--- config.mk ---
export PLATFORM = sky130hd
export DESIGN_NAME = falling_drop_pixel_animator
export DESIGN_NICKNAME = d
export VERILOG_FILES = /design/src/fdpa_pkg.sv /design/src/falling_drop_pixel_animator.sv
export SDC_FILE = /design/constraint.sdc
export NUM_CORES = 1
export LEC_CHECK = 0
export BUFFER_PORTS_ARGS = -buffer_cell sky130_fd_sc_hd__buf_4
export CAP_MARGIN = 20
export CORE_UTILIZATION = 65
export DETAILED_ROUTE_END_ITERATION = 6
export GPL_TIMING_DRIVEN = 0
export PLACE_DENSITY = 0.83
export SYNTH_ARGS = -nofsm -noshare
export SYNTH_HDL_FRONTEND = slang
export SYNTH_SLANG_ARGS = --single-unit
--- constraint.sdc ---
create_clock -name clk -period 9.36 [get_ports clk]
set_input_delay 0 -clock clk [delete_from_list [all_inputs] [get_ports clk]]
set_output_delay 0 -clock clk [all_outputs]
set_load 0.01 [all_outputs]
--- src/fdpa_pkg.sv ---
`default_nettype none

package fdpa_pkg;

    // field widths fixed by the pixel stream format
    localparam int unsigned COORD_W  = 5;
    localparam int unsigned COLOR_W  = 2;
    localparam int unsigned CHANCE_W = 7;
    localparam int unsigned SPEED_W  = 5;
    localparam int unsigned MODE_W   = 3;
    localparam int unsigned CFG_IDX_W  = 3;
    localparam int unsigned CFG_DATA_W = 7;
    localparam int unsigned IN_TDATA_W  = 16;
    localparam int unsigned OUT_TDATA_W = 16;

    // rain modes
    localparam logic [MODE_W-1:0] MODE_WAIT   = 3'd0;
    localparam logic [MODE_W-1:0] MODE_FIRST  = 3'd1;
    localparam logic [MODE_W-1:0] MODE_SECOND = 3'd2;
    localparam logic [MODE_W-1:0] MODE_THIRD  = 3'd3;

    // colors
    localparam logic [COLOR_W-1:0] COLOR_BLACK = 2'd0;
    localparam logic [COLOR_W-1:0] COLOR_BLUE  = 2'd1;
    localparam logic [COLOR_W-1:0] COLOR_CYAN  = 2'd2;
    localparam logic [COLOR_W-1:0] COLOR_WHITE = 2'd3;

    // configuration register indexes
    localparam logic [CFG_IDX_W-1:0] REG_CHANCE_ONE   = 3'd0;
    localparam logic [CFG_IDX_W-1:0] REG_SPEED_ONE    = 3'd1;
    localparam logic [CFG_IDX_W-1:0] REG_CHANCE_TWO   = 3'd2;
    localparam logic [CFG_IDX_W-1:0] REG_SPEED_TWO    = 3'd3;
    localparam logic [CFG_IDX_W-1:0] REG_CHANCE_THREE = 3'd4;
    localparam logic [CFG_IDX_W-1:0] REG_SPEED_THREE  = 3'd5;

    // one pixel request
    typedef struct packed {
        logic               write;
        logic [COLOR_W-1:0] color;
        logic [COORD_W-1:0] y;
        logic [COORD_W-1:0] x;
    } pix_res_t;

endpackage

`default_nettype wire

--- src/falling_drop_pixel_animator.sv ---
`default_nettype none

// Falling drop pixel animator.
// Input stream (s_*): one request per animation tick, carrying rain mode,
// a random percent draw and a random spawn column. Output stream (m_*): a
// run of pixel write requests per tick, the final one flagged by m_tlast.
// A tick with nothing to draw yields one marker request (m_tuser = 0).
// cfg_we/cfg_index/cfg_data set chance and speed per rain mode; write only
// while no tick is in flight.
// Sequence: one shared row adder/compare walks the slots; an idle slot is
// passed over, a live drop is cleared, then moved or retired at the bottom
// edge. After a tick is taken, s_tready stays low through the walk, the
// spawn and the flush, stalls included, so no new tick is taken before the
// last is done; the final request is on m_* as s_tready rises again.
// Results pass through a one-deep hold register (so the last can be flagged)
// and the m_* output register; a stalled receiver freezes the sequencer at
// its next pixel, nothing is dropped. The next tick may be accepted while
// the final request still waits in the output register.
// Reset: all drops inactive, registers back to their defaults, no output
// pending. Drop column/row storage is not cleared; it is read only for
// active slots.
module falling_drop_pixel_animator #(
    parameter int DROP_SLOTS  = 16,
    parameter int GRID_WIDTH  = 32,
    parameter int GRID_HEIGHT = 32
) (
    input  wire logic                               clk,
    input  wire logic                               rst_n,
    // tdata: rain_mode[2:0], chance_draw[9:3], spawn_column[14:10], zero pad
    input  wire logic                               s_tvalid,
    output logic                                    s_tready,
    input  wire logic [fdpa_pkg::IN_TDATA_W-1:0]    s_tdata,
    // tdata: pixel_x[4:0], pixel_y[9:5], pixel_color[11:10], zero pad
    // tuser: write_valid
    output logic                                    m_tvalid,
    input  wire logic                               m_tready,
    output logic [fdpa_pkg::OUT_TDATA_W-1:0]        m_tdata,
    output logic                                    m_tuser,
    output logic                                    m_tlast,
    input  wire logic                               cfg_we,
    input  wire logic [fdpa_pkg::CFG_IDX_W-1:0]     cfg_index,
    input  wire logic [fdpa_pkg::CFG_DATA_W-1:0]    cfg_data
);

    localparam int SLOT_W = (DROP_SLOTS > 1) ? $clog2(DROP_SLOTS) : 1;
    localparam int CNT_W  = $clog2(DROP_SLOTS + 1);
    localparam logic [CNT_W-1:0] CNT_END = CNT_W'(DROP_SLOTS);
    localparam int SUM_W  = fdpa_pkg::COORD_W + 1;
    localparam logic [SUM_W-1:0] HEIGHT_L = SUM_W'(GRID_HEIGHT);
    localparam logic [SUM_W-1:0] WIDTH_L  = SUM_W'(GRID_WIDTH);
    localparam logic [fdpa_pkg::COORD_W-1:0] COL_MAX = fdpa_pkg::COORD_W'(GRID_WIDTH - 1);

    typedef enum logic [2:0] {
        ST_IDLE,
        ST_SCAN,
        ST_MOVE,
        ST_SPAWN,
        ST_FINISH
    } state_t;

    // configuration
    logic [fdpa_pkg::CHANCE_W-1:0] chance_one_reg, chance_two_reg, chance_three_reg;
    logic [fdpa_pkg::SPEED_W-1:0]  speed_one_reg, speed_two_reg, speed_three_reg;

    // per-tick latched request
    state_t                         state_reg, state_next;
    logic [CNT_W-1:0]               cnt_reg, cnt_next;
    logic [fdpa_pkg::COLOR_W-1:0]   color_reg, color_next;
    logic [fdpa_pkg::CHANCE_W-1:0]  chance_reg, chance_next;
    logic [fdpa_pkg::SPEED_W-1:0]   speed_reg, speed_next;
    logic [fdpa_pkg::CHANCE_W-1:0]  draw_reg, draw_next;
    logic [fdpa_pkg::COORD_W-1:0]   col_reg, col_next;
    logic                           free_found_reg, free_found_next;
    logic [SLOT_W-1:0]              free_idx_reg, free_idx_next;

    // drop state
    logic [DROP_SLOTS-1:0]          live_reg, live_next;
    logic [fdpa_pkg::COORD_W-1:0]   col_mem [DROP_SLOTS];
    logic [fdpa_pkg::COORD_W-1:0]   row_mem [DROP_SLOTS];
    logic                           mem_we;
    logic [SLOT_W-1:0]              mem_addr;
    logic [fdpa_pkg::COORD_W-1:0]   mem_col_wd, mem_row_wd;

    // result path
    fdpa_pkg::pix_res_t             hold_reg, hold_next;
    logic                           hold_valid_reg, hold_valid_next;
    fdpa_pkg::pix_res_t             out_reg, out_next;
    logic                           out_valid_reg, out_valid_next;
    logic                           out_last_reg, out_last_next;

    logic [SLOT_W-1:0]              slot_idx;
    logic [fdpa_pkg::COORD_W-1:0]   rd_col_reg, rd_row_reg;
    logic [SUM_W-1:0]               row_sum;
    logic                           out_free, can_emit, emit;
    fdpa_pkg::pix_res_t             emit_res;
    logic [fdpa_pkg::MODE_W-1:0]    in_mode;
    logic [fdpa_pkg::CHANCE_W-1:0]  in_draw;
    logic [fdpa_pkg::COORD_W-1:0]   in_col;

    assign in_mode = s_tdata[2:0];
    assign in_draw = s_tdata[9:3];
    assign in_col  = s_tdata[14:10];

    assign slot_idx = cnt_reg[SLOT_W-1:0];
    // the shared unit: row advance and bottom-edge compare
    assign row_sum  = {1'b0, rd_row_reg} + {1'b0, speed_reg};

    assign out_free = !out_valid_reg || m_tready;
    // a new pixel displaces the held one into the output register
    assign can_emit = !hold_valid_reg || out_free;

    assign s_tready = (state_reg == ST_IDLE);
    assign m_tvalid = out_valid_reg;
    assign m_tdata  = {4'b0, out_reg.color, out_reg.y, out_reg.x};
    assign m_tuser  = out_reg.write;
    assign m_tlast  = out_last_reg;

    always_comb
    begin
        state_next      = state_reg;
        cnt_next        = cnt_reg;
        color_next      = color_reg;
        chance_next     = chance_reg;
        speed_next      = speed_reg;
        draw_next       = draw_reg;
        col_next        = col_reg;
        free_found_next = free_found_reg;
        free_idx_next   = free_idx_reg;
        live_next       = live_reg;
        mem_we          = 1'b0;
        mem_addr        = slot_idx;
        mem_col_wd      = rd_col_reg;
        mem_row_wd      = rd_row_reg;
        emit            = 1'b0;
        emit_res        = '0;
        hold_next       = hold_reg;
        hold_valid_next = hold_valid_reg;
        out_next        = out_reg;
        out_last_next   = out_last_reg;
        out_valid_next  = m_tready ? 1'b0 : out_valid_reg;

        case (state_reg)
            ST_IDLE:
            begin
                if (s_tvalid)
                begin
                    cnt_next        = '0;
                    free_found_next = 1'b0;
                    free_idx_next   = '0;
                    draw_next       = in_draw;
                    col_next        = ({1'b0, in_col} >= WIDTH_L) ? COL_MAX : in_col;
                    state_next      = ST_SCAN;
                    case (in_mode)
                        fdpa_pkg::MODE_WAIT:
                        begin
                            color_next  = fdpa_pkg::COLOR_BLUE;
                            chance_next = chance_one_reg >> 1;
                            speed_next  = speed_one_reg;
                        end
                        fdpa_pkg::MODE_FIRST:
                        begin
                            color_next  = fdpa_pkg::COLOR_BLUE;
                            chance_next = chance_one_reg;
                            speed_next  = speed_one_reg;
                        end
                        fdpa_pkg::MODE_SECOND:
                        begin
                            color_next  = fdpa_pkg::COLOR_CYAN;
                            chance_next = chance_two_reg;
                            speed_next  = speed_two_reg;
                        end
                        fdpa_pkg::MODE_THIRD:
                        begin
                            color_next  = fdpa_pkg::COLOR_WHITE;
                            chance_next = chance_three_reg;
                            speed_next  = speed_three_reg;
                        end
                        default:
                        begin
                            // no rain: tick yields only the marker
                            color_next  = fdpa_pkg::COLOR_BLACK;
                            chance_next = '0;
                            speed_next  = '0;
                            state_next  = ST_FINISH;
                        end
                    endcase
                end
            end

            ST_SCAN:
            begin
                if (cnt_reg == CNT_END)
                begin
                    state_next = ST_SPAWN;
                end
                else if (live_reg[slot_idx])
                begin
                    if (can_emit)
                    begin
                        emit       = 1'b1;
                        emit_res   = '{write: 1'b1, color: fdpa_pkg::COLOR_BLACK,
                                       y: rd_row_reg, x: rd_col_reg};
                        state_next = ST_MOVE;
                    end
                end
                else
                begin
                    if (!free_found_reg)
                    begin
                        free_found_next = 1'b1;
                        free_idx_next   = slot_idx;
                    end
                    cnt_next = cnt_reg + 1'b1;
                end
            end

            ST_MOVE:
            begin
                if (row_sum >= HEIGHT_L)
                begin
                    // drop leaves the grid; slot is free for this tick's spawn
                    live_next[slot_idx] = 1'b0;
                    if (!free_found_reg)
                    begin
                        free_found_next = 1'b1;
                        free_idx_next   = slot_idx;
                    end
                    cnt_next   = cnt_reg + 1'b1;
                    state_next = ST_SCAN;
                end
                else if (can_emit)
                begin
                    mem_we     = 1'b1;
                    mem_row_wd = row_sum[fdpa_pkg::COORD_W-1:0];
                    emit       = 1'b1;
                    emit_res   = '{write: 1'b1, color: color_reg,
                                   y: row_sum[fdpa_pkg::COORD_W-1:0], x: rd_col_reg};
                    cnt_next   = cnt_reg + 1'b1;
                    state_next = ST_SCAN;
                end
            end

            ST_SPAWN:
            begin
                if ((draw_reg < chance_reg) && free_found_reg)
                begin
                    if (can_emit)
                    begin
                        mem_we                  = 1'b1;
                        mem_addr                = free_idx_reg;
                        mem_col_wd              = col_reg;
                        mem_row_wd              = '0;
                        live_next[free_idx_reg] = 1'b1;
                        emit                    = 1'b1;
                        emit_res                = '{write: 1'b1, color: color_reg,
                                                    y: '0, x: col_reg};
                        state_next              = ST_FINISH;
                    end
                end
                else
                begin
                    state_next = ST_FINISH;
                end
            end

            ST_FINISH:
            begin
                if (out_free)
                begin
                    // flush the held pixel as last, or send the empty marker
                    out_valid_next  = 1'b1;
                    out_next        = hold_valid_reg ? hold_reg : '0;
                    out_last_next   = 1'b1;
                    hold_valid_next = 1'b0;
                    state_next      = ST_IDLE;
                end
            end

            default:
            begin
                state_next = ST_IDLE;
            end
        endcase

        if (emit)
        begin
            if (hold_valid_reg)
            begin
                out_valid_next = 1'b1;
                out_next       = hold_reg;
                out_last_next  = 1'b0;
            end
            hold_next       = emit_res;
            hold_valid_next = 1'b1;
        end
    end

    always_ff @(posedge clk or negedge rst_n)
    begin
        if (!rst_n)
        begin
            state_reg        <= ST_IDLE;
            cnt_reg          <= '0;
            color_reg        <= '0;
            chance_reg       <= '0;
            speed_reg        <= '0;
            draw_reg         <= '0;
            col_reg          <= '0;
            free_found_reg   <= 1'b0;
            free_idx_reg     <= '0;
            live_reg         <= '0;
            hold_reg         <= '0;
            hold_valid_reg   <= 1'b0;
            out_reg          <= '0;
            out_valid_reg    <= 1'b0;
            out_last_reg     <= 1'b0;
            chance_one_reg   <= 7'd10;
            speed_one_reg    <= 5'd1;
            chance_two_reg   <= 7'd20;
            speed_two_reg    <= 5'd1;
            chance_three_reg <= 7'd30;
            speed_three_reg  <= 5'd2;
        end
        else
        begin
            state_reg      <= state_next;
            cnt_reg        <= cnt_next;
            color_reg      <= color_next;
            chance_reg     <= chance_next;
            speed_reg      <= speed_next;
            draw_reg       <= draw_next;
            col_reg        <= col_next;
            free_found_reg <= free_found_next;
            free_idx_reg   <= free_idx_next;
            live_reg       <= live_next;
            hold_reg       <= hold_next;
            hold_valid_reg <= hold_valid_next;
            out_reg        <= out_next;
            out_valid_reg  <= out_valid_next;
            out_last_reg   <= out_last_next;
            if (cfg_we)
            begin
                case (cfg_index)
                    fdpa_pkg::REG_CHANCE_ONE:   chance_one_reg   <= cfg_data;
                    fdpa_pkg::REG_SPEED_ONE:    speed_one_reg    <= cfg_data[4:0];
                    fdpa_pkg::REG_CHANCE_TWO:   chance_two_reg   <= cfg_data;
                    fdpa_pkg::REG_SPEED_TWO:    speed_two_reg    <= cfg_data[4:0];
                    fdpa_pkg::REG_CHANCE_THREE: chance_three_reg <= cfg_data;
                    fdpa_pkg::REG_SPEED_THREE:  speed_three_reg  <= cfg_data[4:0];
                    default:
                    begin
                    end
                endcase
            end
        end
    end

    // drop position store, one write port; read data registered for the
    // slot the walk looks at next
    always_ff @(posedge clk)
    begin
        if (mem_we)
        begin
            col_mem[mem_addr] <= mem_col_wd;
            row_mem[mem_addr] <= mem_row_wd;
        end
        rd_col_reg <= col_mem[cnt_next[SLOT_W-1:0]];
        rd_row_reg <= row_mem[cnt_next[SLOT_W-1:0]];
    end

    // a pixel is only ever held mid-tick
    assert property (@(posedge clk) disable iff (!rst_n)
        hold_valid_reg |-> (state_reg != ST_IDLE))
        else $error("held pixel outside a tick");

    // the empty marker always closes its tick
    assert property (@(posedge clk) disable iff (!rst_n)
        (m_tvalid && !m_tuser) |-> m_tlast)
        else $error("marker without last flag");

    // a no-rain tick goes straight to the flush
    assert property (@(posedge clk) disable iff (!rst_n)
        (s_tvalid && s_tready && (in_mode > fdpa_pkg::MODE_THIRD))
        |=> (state_reg == ST_FINISH))
        else $error("no-rain tick walked the slots");

    // slot walk never runs past the end
    assert property (@(posedge clk) disable iff (!rst_n)
        cnt_reg <= CNT_END)
        else $error("slot counter overrun");

endmodule

`default_nettype wire
Word-level counts from Yosys, hierarchy flattened
Memory sizes are Yosys's and may differ from the RTL's. A register that Yosys moved wholly into a read port is not among the register bits. Cells that the tools add are included. Widths: inputs -> output; s select.

RAM bits: 160. Memories kept: 2. Register bits: 120.

Add/sub/neg operators: 2. Eq/ne operators: 24. Reductions and logical operators: 28. Multiplexer cells: 86. $lt $le $gt $ge: 6. Bitwise operators: 3.

Memory list: col_mem (words 16, bits a word 5, rd ports 1, clocked after Yosys merged registers in 1, write ports 1, line falling_drop_pixel_animator.sv:78) `logic [fdpa_pkg::COORD_W-1:0] col_mem [DROP_SLOTS];`; row_mem (words 16, bits a word 5, rd ports 1, clocked after Yosys merged registers in 1, write ports 1, line falling_drop_pixel_animator.sv:79) `logic [fdpa_pkg::COORD_W-1:0] row_mem [DROP_SLOTS];`.

Operators with widths (number): $mux 13 (12); $mux 5 (12); $mux 16 (3); $pmux 13 s3 (1); $mux 4 (8); $pmux 16 s2 (1); $mux 3 (10); $pmux 5 s3 (2); $pmux 7 s4 (1); $mux 1 (26); $eq 3x2->1 const B (6); $and 16x16->16 (1); $not 16->16 (1); $or 16x16->16 (1); $reduce_and 2->1 (8); $pmux 3 s5 (1); $ne 2x2->1 const B (7); $ne 3x3->1 const B (4); $pmux 4 s3 (1); $lt 4x5->1 const B (2); $pmux 5 s2 (1); $reduce_and 5->1 (2); $eq 3x1->1 const B (3); $eq 3x3->1 const B (3); 21 further kinds (32).

Logic depth before layout (Yosys ltp)
Gate-level depths: netlist (run 1).

Depth in word-level cells: 9. Gate-level depth with buffers: 15. Gate-level depth less buffers: 12.

Least setup slack after synthesis (run 1)
No wires, ideal clock.

Path type: reg-to-reg. From: register chance_reg[1] in the netlist's numbering. To: memory col_mem[0][0] in the netlist's numbering, enable pin. Period minus slack after synthesis: 3.068 ns. Path buffers: 2. Data required time: 8.984 ns. Stages on the path, launching flop included: 12. Setup time: 0.376 ns. Slack: 6.292 ns. Data arrival time: 2.691 ns. Cell sequence: dfrtp_1 -> inv_1 -> ha_1 -> a21o_1 -> a21o_1 -> a21o_1 -> a21oi_1 -> o211a_1 -> clkbuf_1 -> clkbuf_1 -> a22oi_1 -> nor2_1.

Word-level cells in the longest chain between the ends: 6. Elaborated cells between the ends (all ways): 8.

RTL lines: start: declaration (line falling_drop_pixel_animator.sv:69) `logic [fdpa_pkg::CHANCE_W-1:0] chance_reg, chance_next;`; start signal: assignment (line falling_drop_pixel_animator.sv:329) `chance_reg <= chance_next;`; $lt 7x7->1 * (line falling_drop_pixel_animator.sv:245) `if ((draw_reg < chance_reg) && free_found_reg)`; $logic_and 1x1->1 * (line falling_drop_pixel_animator.sv:245); $mux 1 (line falling_drop_pixel_animator.sv:245); $pmux 1 s2 (line falling_drop_pixel_animator.sv:142) `case (state_reg)`; $mux 1 (line falling_drop_pixel_animator.sv:362) `if (mem_we)`; $mux 1 (not written as such) (line falling_drop_pixel_animator.sv:364) `col_mem[mem_addr] <= mem_col_wd;`; end: declaration (line falling_drop_pixel_animator.sv:78).

Every way passes the cells marked *; elsewhere a longest branch is shown, timed or not.

Final worst setup path (run 1)
From: register chance_reg[1] in the netlist's numbering. To: memory col_mem[6][1] in the netlist's numbering, enable pin.

The elaborated chain is that of the path after synthesis.

==> results of run 1 <==
-- cells in the mapped netlist (4+ instances only) --
library cell	instances	area share, %
sky130_fd_sc_hd__edfxtp_1	160	38
sky130_fd_sc_hd__nand2_1	128	3.8
sky130_fd_sc_hd__dfrtp_1	109	22
sky130_fd_sc_hd__mux2i_1	98	7.8
sky130_fd_sc_hd__mux2_2	50	4.5
sky130_fd_sc_hd__nand3_1	43	1.7
sky130_fd_sc_hd__nor2_1	43	1.3
sky130_fd_sc_hd__a22o_1	41	2.8
sky130_fd_sc_hd__inv_1	24	0.71
sky130_fd_sc_hd__clkbuf_1	23	0.68
sky130_fd_sc_hd__o21ai_0	18	0.71
sky130_fd_sc_hd__a21oi_1	15	0.59
sky130_fd_sc_hd__ha_1	15	1.5
sky130_fd_sc_hd__nor3_1	14	0.56
sky130_fd_sc_hd__dfstp_2	11	2.3
sky130_fd_sc_hd__dfxtp_1	10	1.6
sky130_fd_sc_hd__o2111ai_1	9	0.62
sky130_fd_sc_hd__buf_4	8	0.48
sky130_fd_sc_hd__a21o_1	7	0.42
sky130_fd_sc_hd__mux4_2	7	1.2
sky130_fd_sc_hd__buf_6	6	0.54
sky130_fd_sc_hd__nand4_1	6	0.30
sky130_fd_sc_hd__a31oi_1	5	0.25
sky130_fd_sc_hd__buf_2	5	0.20
sky130_fd_sc_hd__nand2b_1	5	0.25
sky130_fd_sc_hd__nor2b_1	5	0.25
sky130_fd_sc_hd__a222oi_1	4	0.32
sky130_fd_sc_hd__and3_1	4	0.20
sky130_fd_sc_hd__mux2_1	4	0.36
sky130_fd_sc_hd__nand3b_1	4	0.24
sky130_fd_sc_hd__xnor2_1	4	0.28
-- per-stage QoR --
stage               cell area (um^2)  hold WS (ns)
floorplan                      12600        -0.296
CTS                            14600        0.0214
detailed placement             13300       -0.0206
global placement               13300         0.233
global route                   14600        0.0495
finish                         14600        0.0233
-- cell families after synthesis --
logic type | synth area share [%]
AO/OA/AOI/OAI | 7.83
XOR/XNOR | 0.278
adder cells (fa/ha/maj) | 1.65
buffers and inverters | 3.12
flip-flops | 63.5
multiplexers | 13.8
other | 0.0297
AND/OR/NAND/NOR | 9.71
-- placed cells by master (no fill, tap or decap), drive strengths merged, types with 5 or more instances in the layout --
cell type,count
clkbuf,67
a31oi,5
nor3,15
nand3,43
edfxtp,160
nand2b,5
dfstp,11
mux2i,98
a21o,7
nand2,128
dfrtp,109
ha,15
clkinv,6
a21oi,17
mux4,7
o2111ai,9
nand4,6
nor2,45
dfxtp,10
o21ai,20
dlygate4sd3,29
a22o,41
nor2b,5
mux2,54
buf,71
inv,26
-- path summary, 6_finish.rpt --
kind / depth (start not counted) / end / slack, ns
worst min-delay path: 3 / chance_three_reg[2] / 0.02
worst max register to register: 11 / col_mem[6][1] / 5.20
min in group asynchronous: 3 / m_tdata[8] / 0.47
worst max-delay path: 11 / col_mem[6][1] / 5.20
worst min register to register: 2 / hold_reg[1] / 0.47
max in group asynchronous: 5 / hold_reg[5] / 7.73
-- worst max-delay path, delay by kind of cell, from the launching register on --
kind	cells	cell delay, ns
buffers and inverters	3	1.00
adders and majority gates	1	0.28
and+or+nand+nor	1	0.89
AOI/OAI and AO/OA	6	1.25
DFF	1	0.35
-- what timing repair did --
action / in CTS / in global routing
endpoints found under the hold margin: 174 / 1
setup endpoints to repair: 0 / 0
hold buffers: 27 / 2
-- layout make-up --
| cell class | count | area share [%] |
|---|---|---|
| clock inverter | 10 | 0.599 |
| multi-input combinational | 582 | 28.9 |
| tap | 260 | 2.22 |
| sequential | 290 | 54.9 |
| clock buffer | 44 | 6.17 |
| inverter | 25 | 0.642 |
| timing repair buffer | 75 | 4.61 |
| buffer | 48 | 2.05 |
-- per-layer routing --
metal  wire, um  track usage, %
met5          0               0
met4        799            9.32
met3       2020            4.45
met2      14200            49.0
met1      11900            40.9
-- report_power, final --
group          internal (mW)  switching [mW]
clock                  0.691           0.478
sequential              1.73           0.146
combinational          0.833            1.28
==> impl_summary.md, run 1 <==
Timing
Setup violations remaining at the end of the flow were counted as 0. The number of pins exceeding their max-slew limit in the final report was 0. For the pin with the worst max-slew slack, the measured transition is approximately 1.1 ns.

Setup repair after global routing left no endpoint under its margin. Derived from the worst setup path, the maximum achievable clock frequency is approximately 0.24 GHz. The final critical-path share of the clock period is between 40% and 50%. On the final layout, the worst clock skew is approximately 0.011 ns. The relative slew slack is slightly below 30%.

The smallest clock period supported by the final layout is computed as a little over 4 ns. In the post-route analysis, the smallest setup slack over all paths is 5.20 ns. The hold violation count in the final report is 0. In the final timing run, aggregate negative setup slack is 0 ns.

GRT
The global-route wire length before repair is around 45,000 um. Entering global routing, the biggest net connects 68 pins. The aggregate global-route resource usage is 29.6%. The number of global-route vias before repair is 8,324. The initial antenna violation count is 0. The overall overflow remaining after global route is 0.

Placed design
The number of instances in the placed design is 1,248. OpenSTA, run right after detailed placement, puts the worst setup slack at 5.31 ns. The final estimated routing congestion in global placement is 0.934. The number of port buffers is 42. The half-perimeter wire length after detailed placement is around 19,000 um.

Logic synthesis
Synthesis instantiated a little over 70 different standard cells from the library. The average footprint of a synthesized cell is between 10 and 15 um^2. The count of state elements after synthesis is between 200 and 300. After synthesis, the share of flip-flops with an asynchronous set or reset is slightly above 40%.

The gate count after technology mapping is about 940. The number of flops mapped to enable cells by yosys is 160. The post-synthesis sequential area ratio is between 60 and 70%. The most used flip-flop cell after synthesis is sky130_fd_sc_hd__edfxtp_1. During synthesis, Yosys emitted a total of 0 warnings. The area of the mapped netlist is 12,600 um^2.

Drt
The average vias per placed instance is about 6.2. The first-pass iteration count of the detailed router is 5. The average routed wire per standard cell is between 20 and 25 um. The number of routed nets with antenna violations is 0. The via count of the routed design is a little over 8,000.

The number of design-rule violations left by the first detailed-router iteration is roughly 750. The final wirelength is between 20,000 and 30,000 um. After detailed routing, the number of remaining DRC violations is 0.

Die
The effective utilization at floorplan is between 60% and 70%. The width of the chip is 141 um. The die height is between 100 and 150 um. The die area is between 15,000 and 20,000 um^2. The core region is approximately 19,000 um^2.

The count of pins on the block boundary is 51. The number of placement rows is 50.

CTS
The clock tree from TritonCTS is done. The number of gates given a new drive strength after cts is 0. Once the clock tree was built, the setup fixing pass inserted 0 buffers. The clock transition at the registers of the reported paths is 0.06 ns. At the later pin of the worst-skew pair, clock insertion delay measures roughly 0.55 ns. Counting along the longest clock path gives a buffer depth of 3. The buffer type at the clock tree root is sky130_fd_sc_hd__clkbuf_16. The deepest level of the CTS H-tree is 1. Counting the buffers created by CTS gives 29. Counting every sink on the clock net gives 290.

Critical path
The most numerous cell type found on the critical path is sky130_fd_sc_hd__a21o_1. Data on the critical path is required at its endpoint by about 9.5 ns. The worst setup path is launched from a flop. In this run the worst path has a maximum fanout of 10. In this run the worst setup path begins at chance_reg[1]. The worst stage delay on the critical path is ~0.89 ns. The launching point of the worst reg2reg path is chance_reg[1]. Walking the worst path, the cells encountered are inv_1 -> ha_1 -> a21o_1 -> a21o_1 -> a21o_1 -> a21oi_1 -> o211a_1 -> clkbuf_1 -> clkbuf_1 -> a32oi_1 -> nor2_1. For the worst setup path, the data arrival time is ~4.3 ns. The critical path start-end classification is flop to flop.

STA classifies the critical path endpoint as a flop. On the critical path, the stage with the largest delay is an instance of sky130_fd_sc_hd__nor2_1.

Layout
After filler insertion, the fill cell instance count of the layout stands at about 1,100. The layout cell share with drive strength beyond 1 is between 10% and 20%. Compared with the post-synthesis result, the final layout area differs by 15.8%. For this run, the share of the core covered by cells in the final layout is between 70 and 80%. The number of diodes is 0.

The footprint of the multi-input gates is about 4200 um^2. Excluding fillers, the count of instances in the completed layout stands at ~1,300. The sequential cell area in the final layout is roughly 8000 um^2. At the end of the flow, the number of nets in the layout was 1,098.

Power and ir drop
Summing internal, switching and leakage power gives around 5.2 mW. The power density over the cells is roughly 350 nW/um^2. The static leakage power is around 6 nW.

The largest vdd supply drop is between 0.15 and 0.2 mV.

Status
The flow ran to the end, and the final reports show no timing, DRC or antenna violations.

Hold path
The startpoint of the tightest hold check path is cfg_index[0]. The class of the tightest hold or removal check is primary input to flop.

Flow run
The number of max-capacitance violations reported is 0.
(Power assumes the default switching activity.)
==> inputs of run 2 (changes only) <==
- CORE_UTILIZATION: 65 -> 62
- PLACE_DENSITY: 0.83 -> 0.8
- clock period: 9.36 -> 4.18 ns (I/O delays scaled with it)
==> run 2 against run 1 <==
  * Sequential share of layout area increased by 0.37 points
  * Hold slack improved by 0.0044 ns
  * Clock skew increased by 0.0024 ns
  * Die area increased by 4.8%
  * Clock power increased by 110%
  * Core utilization decreased by 3.7 points
  * Total power increased by 120%
  * Via count decreased by 2.7%
  * Largest power group unchanged
==> impl_summary.md, run 2 (same netlist as run 1, synthesis figures left out) <==
Drt
The number of routed nets with antenna violations came to 0 (unchanged). The final wirelength is 28,700 um (-0.80%). The average vias per placed instance is 6.02 (-2.9%).

The number of design-rule violations left by the first detailed-router iteration is 630 (-16%). The via count of the routed design is 8,048 (-2.7%). The first-pass iteration count of the detailed router is 5 (unchanged).

The number of design rule violations left after detail routing is 0 (unchanged). The average routed wire per standard cell is 21.5 um (-0.95%).

Critical path
The library cell appearing most often on the critical path is sky130_fd_sc_hd__a21o_1. The category of the worst setup path launch point is a flop. STA classifies the critical path endpoint as a flop. The setup slack on the worst flop-to-flop path was 0.18 ns (-5.02 ns). Walking the worst path, the cells encountered are inv_1 -> ha_1 -> a21o_1 -> a21o_1 -> a21o_1 -> a21oi_1 -> o211a_1 -> clkbuf_1 -> clkbuf_1 -> a22oi_1 -> nor2_1. The combined buffer and inverter count along the critical path came to 3 (unchanged). On the critical path the largest part of the delay comes from compound AO/OA/AOI/OAI gates. The startpoint identified for the worst register-to-register timing path is chance_reg[1]. The slowest stage of the critical path belongs to the cell sky130_fd_sc_hd__nor2_1. The required time at the endpoint of the critical path is 4.35 ns (-5.17 ns).

The cell depth of the worst flop-to-flop path is 11 (unchanged). The worst register-to-register path ends at row_mem[8][2]. The worst stage delay on the critical path is 0.79 ns (-0.10 ns). The data arrival time at the worst-slack endpoint is 4.17 ns (-0.15 ns). The critical path is of the flop to flop type. The largest fanout of any net on the critical path is 10 (unchanged).

GRT
The aggregate global-route resource usage came to 29.1% (-0.55 points). The initial antenna violation count came to 0 (unchanged). The largest net degree at the start of global routing was 62 (-8.8%). The global-route wire length before repair was 44,600 um (-0.64%). The number of global-route vias before repair is 8,215 (-1.3%).

The overall overflow remaining after global route is 0 (unchanged).

Placed design
The half-perimeter wire length after detailed placement came to 19,300 um (+1.6%). The number of port buffers is 42 (unchanged). The number of instances in the placed design was 1,253 (+0.40%). The final estimated routing congestion in global placement is 0.906 (-3.0%).

CTS
The maximum buffer depth of the clock tree came to 3 (unchanged). The clock sink total is 290 (unchanged). The deepest level of the CTS H-tree was 1 (unchanged). The clock transition at the registers of the reported paths is 0.06 ns (about the same). The clock tree from TritonCTS is done. The buffer type at the clock tree root is sky130_fd_sc_hd__clkbuf_16. The number of setup buffers added after CTS is 0 (unchanged). The clock latency on the worst-skew pair is 0.55 ns (about the same). The number of buffers created by CTS is 29 (unchanged).

Layout
The final-layout fill cell count is 1,240 (+11%). The relative area change from synthesis to final layout is 15.1%. The non-filler instance count after layout came to 1,336 (+0.15%). The utilization of the core after routing is 73.7% (-3.7 points). The number of diodes was 0 (unchanged). Leaving out fill and tap cells, the most frequent cells in the layout are sky130_fd_sc_hd__edfxtp_1, sky130_fd_sc_hd__nand2_1, sky130_fd_sc_hd__dfrtp_1, sky130_fd_sc_hd__mux2i_1, sky130_fd_sc_hd__mux2_2. The layout cell share with drive strength beyond 1 was 17.6% (-1.1 points). The final net count is 1,095 (-0.27%). The most common cell after layout, fill and taps aside is sky130_fd_sc_hd__edfxtp_1.

Timing
Setup repair after global routing could not meet its margin everywhere. The slew of the pin with the lowest slew margin is 1.02 ns (-0.0342 ns). The relative slew slack is 31.6% (+2.3 points). The final critical-path share of the clock period is 95.7% (+51 points).

The clock period minus worst slack is 4.00 ns (-0.158 ns). The worst clock skew is 0.0130 ns (+0.00239 ns). The hold violation count in the final report is 0 (unchanged). The achievable frequency is 0.250 GHz (+3.9%). The number of pins exceeding their max-slew limit in the final report came to 0 (unchanged). The number of setup violations in the final report is 0 (unchanged).

Die
The effective utilization at floorplan is 64.0% (-2.8 points). The die area was 20,900 um^2 (+4.8%). The die height was 145 um (+2.4%). The number of placement rows is 51 (+2.0%). The core outline area is 19,700 um^2 (+4.4%). The width of the chip is 145 um (+2.4%). The count of pins on the block boundary is 51 (unchanged).

Power and ir drop
The power density over the cells was 793 nW/um^2 (+120%). The static leakage power is 5.94 nW (-1.1%). The largest vdd supply drop was 0.439 mV (+140%).

Hold path
The min-delay analysis places its worst path in the category primary input to flop. The worst hold path terminates at color_reg[1]. In this run the most critical hold path is launched from s_tdata[1].

The number of cells traversed by the worst hold path came to 3 (unchanged).

Flow run
The number of max-capacitance violations reported is 0 (unchanged).

Status
The flow ran to the end, and the final reports show no timing, DRC or antenna violations.
[run 2: cell types whose count changed in the layout (fill, tap and decap cells not counted), sizes merged]
cell / previous run / this run
bufinv: 1 / 3
clkinvlp: 2 / 0
clkinv: 6 / 13
clkbuf: 67 / 60
dlygate4sd3: 29 / 28
buf: 71 / 69
[run 2: cell type report]
| class | instances | area, um^2 | share of cell area, % |
|---|---|---|---|
| clock buffer | 37 | 766 | 5.27 |
| timing repair buffer | 72 | 632 | 4.35 |
| clock inverter | 17 | 151 | 1.04 |
| multi-input combinational | 582 | 4230 | 29.1 |
| inverter | 25 | 93.8 | 0.646 |
| buffer | 48 | 300 | 2.07 |
| sequential | 290 | 8020 | 55.2 |
| tap | 265 | 332 | 2.28 |
[run 2: stage by stage]
stage | TNS, ns | instance area, um^2 | setup WS, ns | hold slack, ns | power [mW]
after global placement | 0 | 13300 | 0.251 | 0.228 | 8.78
after CTS | 0 | 14500 | 0.257 | 0.0381 | 11.5
after floorplan | 0 | 12600 | 1.11 | -0.296 | 7.46
after global routing | -1.30 | 14500 | -0.0413 | 0.0668 | 12.1
final | 0 | 14500 | 0.178 | 0.0277 | 11.5
after detailed placement | 0 | 13300 | 0.289 | 0.00439 | 8.90
[run 2: report_power, final]
group / internal [mW] / leakage, nW / switching [mW]
Clock: 1.47 / 0.447 / 1.04
Combinational: 1.87 / 2.51 / 2.95
Sequential: 3.88 / 2.99 / 0.314
[run 2: how the worst max path moves through the flow]
stage	from	endpoint	slack (ns)	depth (start not counted)
floorplan	chance_reg[1]	col_mem[0][0]	1.11	11
global placement	chance_reg[1]	col_mem[4][2]	0.25	11
detailed placement	chance_reg[1]	col_mem[4][0]	0.29	11
CTS	chance_reg[1]	row_mem[4][3]	0.26	11
global route	chance_reg[1]	col_mem[14][2]	-0.04	11
finish	chance_reg[1]	row_mem[8][2]	0.18	11
[run 2: worst reg2reg max path: cells and delay by family, from the launching register on]
kind | cells | cell delay (ns)
compound gates | 6 | 1.33
buf+inv | 3 | 0.86
simple gates | 1 | 0.79
flops | 1 | 0.36
fa+ha+maj | 1 | 0.29
[run 2: repair_timing]
item	CTS	global route
endpoints found under the setup margin	0	70
gates resized for setup	0	4
hold endpoints to repair	164	0
hold buffers	28	0
[run 2: layer usage]
| metal | up-vias | wire length, um | track usage [%] |
|---|---|---|---|
| li1 | 3688 | - | - |
| met1 | 3969 | 12100 | 40.5 |
| met2 | 333 | 13200 | 45.7 |
| met3 | 58 | 2540 | 6.68 |
| met4 | 0 | 767 | 8.98 |
| met5 | - | 0 | 0 |
==> inputs of run 3 (changes only) <==
- CTS_CLUSTER_SIZE: default -> 24
- PLACE_DENSITY: 0.8 -> default
- PLACE_DENSITY_LB_ADDON: default -> 0.1
==> run 3 against run 2 <==
  * The run now ends with hold timing left
  * Flip-flop and latch count unchanged
  * Fmax shrank 4.1%
  * Critical endpoint is now row_mem[14][3]
  * Largest cell class unchanged
  * Global-route usage is 0.50 points lower
  * Clock power increased by 5%
  * Hold slack got worse by 0.040 ns
  * Register-to-register slack worse by 0.17 ns
  * Total power increased by 0.20%
  * Die area stayed put
==> impl_summary.md, run 3 (same netlist as run 1, synthesis figures left out) <==
Layout
The footprint of the multi-input gates is 4240 um^2 (+0.24%). The final-layout fill cell count is 1,290 (+4.0%). The final net count is 1,095 (unchanged).

The relative area change from synthesis to final layout is 15.8%. The most common cell after layout, fill and taps aside is sky130_fd_sc_hd__edfxtp_1. The final cell area excluding filler cells was 14,600 um^2 (+0.66%). The sequential cell area in the final layout is 8020 um^2 (unchanged). The utilization of the core after routing is 74.2% (+0.49 points). The layout cell share with drive strength beyond 1 is 18.9% (+1.3 points). In the layout the commonest cells are sky130_fd_sc_hd__edfxtp_1, sky130_fd_sc_hd__nand2_1, sky130_fd_sc_hd__dfrtp_1, sky130_fd_sc_hd__mux2i_1, sky130_fd_sc_hd__mux2_2. The number of diodes is 0 (unchanged).

Placed design
The half-perimeter wire length after detailed placement is 18,700 um (-3.2%). The number of port buffers was 42 (unchanged). The placed cell area is 13,300 um^2 (unchanged). The final estimated routing congestion in global placement is 0.907 (+0.14%). The setup slack after placement is 0.0753 ns (-0.213 ns).

Timing
The hold violation count in the final report is 1 (+1). The slew of the pin with the lowest slew margin is 1.03 ns (+0.00668 ns). The relative slew slack was 30.9% (-0.72 points). The post-route worst setup slack was 0.00594 ns (-0.172 ns). The hold slack is -0.0119 ns (-0.0396 ns).

The clock period minus worst slack is 4.17 ns (+0.172 ns). Setup repair after global routing could not meet its margin everywhere. The achievable frequency came to 0.240 GHz (-4.1%). The worst clock skew is 0.0208 ns (+0.00782 ns).

The number of pins exceeding their max-slew limit in the final report came to 0 (unchanged). The number of setup violations in the final report is 0 (unchanged). The final critical-path share of the clock period is 99.9% (+4.1 points).

Critical path
The cell depth of the worst flop-to-flop path is 11 (unchanged). The combined buffer and inverter count along the critical path is 3 (unchanged). The largest fanout of any net on the critical path is 10 (unchanged). The setup slack on the worst flop-to-flop path is 0.006 ns (-0.17 ns).

The library cell appearing most often on the critical path is sky130_fd_sc_hd__a21o_1. The launching point of the worst reg2reg path is chance_reg[1]. The data arrival time at the worst-slack endpoint was 4.35 ns (+0.18 ns). The most critical setup path has its startpoint at chance_reg[1]. The top cell family by delay on the critical path is compound AO/OA/AOI/OAI gates.

The required time at the endpoint of the critical path was 4.35 ns (about the same). The category of the worst setup path launch point is a flop. The element type at the critical path end is a flop. Traced cell by cell, the critical path runs through inv_1 -> ha_1 -> a21o_1 -> a21o_1 -> a21o_1 -> a21oi_1 -> o211a_1 -> clkbuf_1 -> clkbuf_1 -> a32oi_1 -> nor2_1. The critical path is of the flop to flop type. The destination of the worst register-to-register timing path is row_mem[14][3]. The largest individual stage delay along the critical path comes from the cell sky130_fd_sc_hd__nor2_1. The worst stage delay on the critical path is 0.81 ns (+0.02 ns).

GRT
The global-route wire length before repair is 43,800 um (-1.9%). The largest net degree at the start of global routing was 69 (+11%). The number of global-route vias before repair is 7,954 (-3.2%). The initial antenna violation count is 0 (unchanged).

The overall overflow remaining after global route is 0 (unchanged). The aggregate global-route resource usage is 28.6% (-0.50 points).

CTS
The clock sink total was 290 (unchanged). The maximum buffer depth of the clock tree is 3 (unchanged). The clock latency on the worst-skew pair is 0.56 ns (about the same). TritonCTS built the clock tree.

The deepest level of the CTS H-tree is 1 (unchanged). CTS placed an instance of sky130_fd_sc_hd__clkbuf_16 at the clock tree root. The number of setup buffers added after CTS is 0 (unchanged). The number of buffers created by CTS was 29 (unchanged). The clock transition at the registers of the reported paths is 0.06 ns (about the same).

Drt
The first-pass iteration count of the detailed router is 5 (unchanged). The via count of the routed design came to 8,076 (+0.35%). The average routed wire per standard cell is 21.1 um (-1.6%). The final wirelength is 28,200 um (-1.6%). The number of routed nets with antenna violations was 0 (unchanged). The average vias per placed instance is 6.04 (+0.35%). The number of design rule violations left after detail routing is 0 (unchanged).

The number of design-rule violations left by the first detailed-router iteration is 750 (+19%).

Power and ir drop
The power density over the cells was 789 nW/um^2 (-0.46%). The static leakage power was 5.98 nW (+0.58%). The largest vdd supply drop is 0.539 mV (+23%).

Hold path
In this run the most critical hold path is launched from cfg_index[0]. The class of the tightest hold or removal check is primary input to flop. The worst hold endpoint is chance_one_reg[3].

The number of cells traversed by the worst hold path came to 3 (unchanged).

Flow run
The number of max-capacitance violations reported is 0 (unchanged).

Die
The die height was 145 um (unchanged). The core outline area is 19,700 um^2 (unchanged). The die area is 20,900 um^2 (unchanged). The width of the chip is 145 um (unchanged). The number of placement rows is 51 (unchanged). The effective utilization at floorplan came to 64.0% (unchanged). The count of pins on the block boundary is 51 (unchanged).

Status
The checks that failed: hold timing. The flow ran to the end, but the final reports show violations.
## run 3: repair_timing
action | in CTS | in global routing
gates resized for setup | 0 | 8
endpoints found under the hold margin | 168 | 0
setup endpoints to repair | 0 | 120
hold buffers | 28 | 0
## run 3: worst max path at each step
| stage | slack (ns) | depth (start not counted) | end |
|---|---|---|---|
| 4_1_cts | 0.06 | 11 | row_mem[4][4] |
| 2_1_floorplan | 1.11 | 11 | col_mem[0][0] |
| 6_report | 0.006 | 11 | row_mem[14][3] |
| 5_1_grt | -0.25 | 11 | row_mem[2][3] |
| 3_5_place_dp | 0.08 | 11 | row_mem[4][1] |
| 3_3_place_gp | 0.11 | 11 | col_mem[12][2] |
## run 3: final cells by class
class	instances	area share [%]
Clock inverter	21	1.54
Timing Repair Buffer	72	4.44
Buffer	48	2.05
Clock buffer	33	5.20
Tap cell	265	2.27
Inverter	25	0.642
Sequential cell	290	54.9
Multi-Input combinational cell	582	29.0
## run 3: per-stage QoR
step                power, mW  instances  hold WS (ns)  setup TNS [ns]
finish                   11.5       1336       -0.0119               0
global route             12.1       1336        0.0130           -9.78
CTS                      11.5       1335       0.00415               0
detailed placement       8.82       1253       -0.0168               0
global placement         8.74       1252         0.236               0
floorplan                7.46        945        -0.296               0
## run 3: where the power goes
group | switching [mW] | internal, mW
combinational | 2.85 | 1.87
sequential | 0.303 | 3.87
clock | 1.09 | 1.56
## run 3: layer usage
metal / share of wire, % / vias to the layer above / global-route usage [%]
met2: 48 / 242 / 46.2
met5: 0 / - / 0
met3: 5.3 / 48 / 3.75
li1: - / 3708 / -
met4: 1.9 / 0 / 7.87
met1: 44 / 4078 / 41.0
## run 3: worst reg2reg max path, cell delays in order (launching register included)
cell,delay (ns)
sky130_fd_sc_hd__dfrtp_1,0.35
sky130_fd_sc_hd__inv_1,0.05
sky130_fd_sc_hd__ha_1,0.29
sky130_fd_sc_hd__a21o_1,0.17
sky130_fd_sc_hd__a21o_1,0.17
sky130_fd_sc_hd__a21o_1,0.18
sky130_fd_sc_hd__a21oi_1,0.25
sky130_fd_sc_hd__o211a_1,0.21
sky130_fd_sc_hd__clkbuf_1,0.41
sky130_fd_sc_hd__clkbuf_1,0.55
sky130_fd_sc_hd__a32oi_1,0.35
sky130_fd_sc_hd__nor2_1,0.81
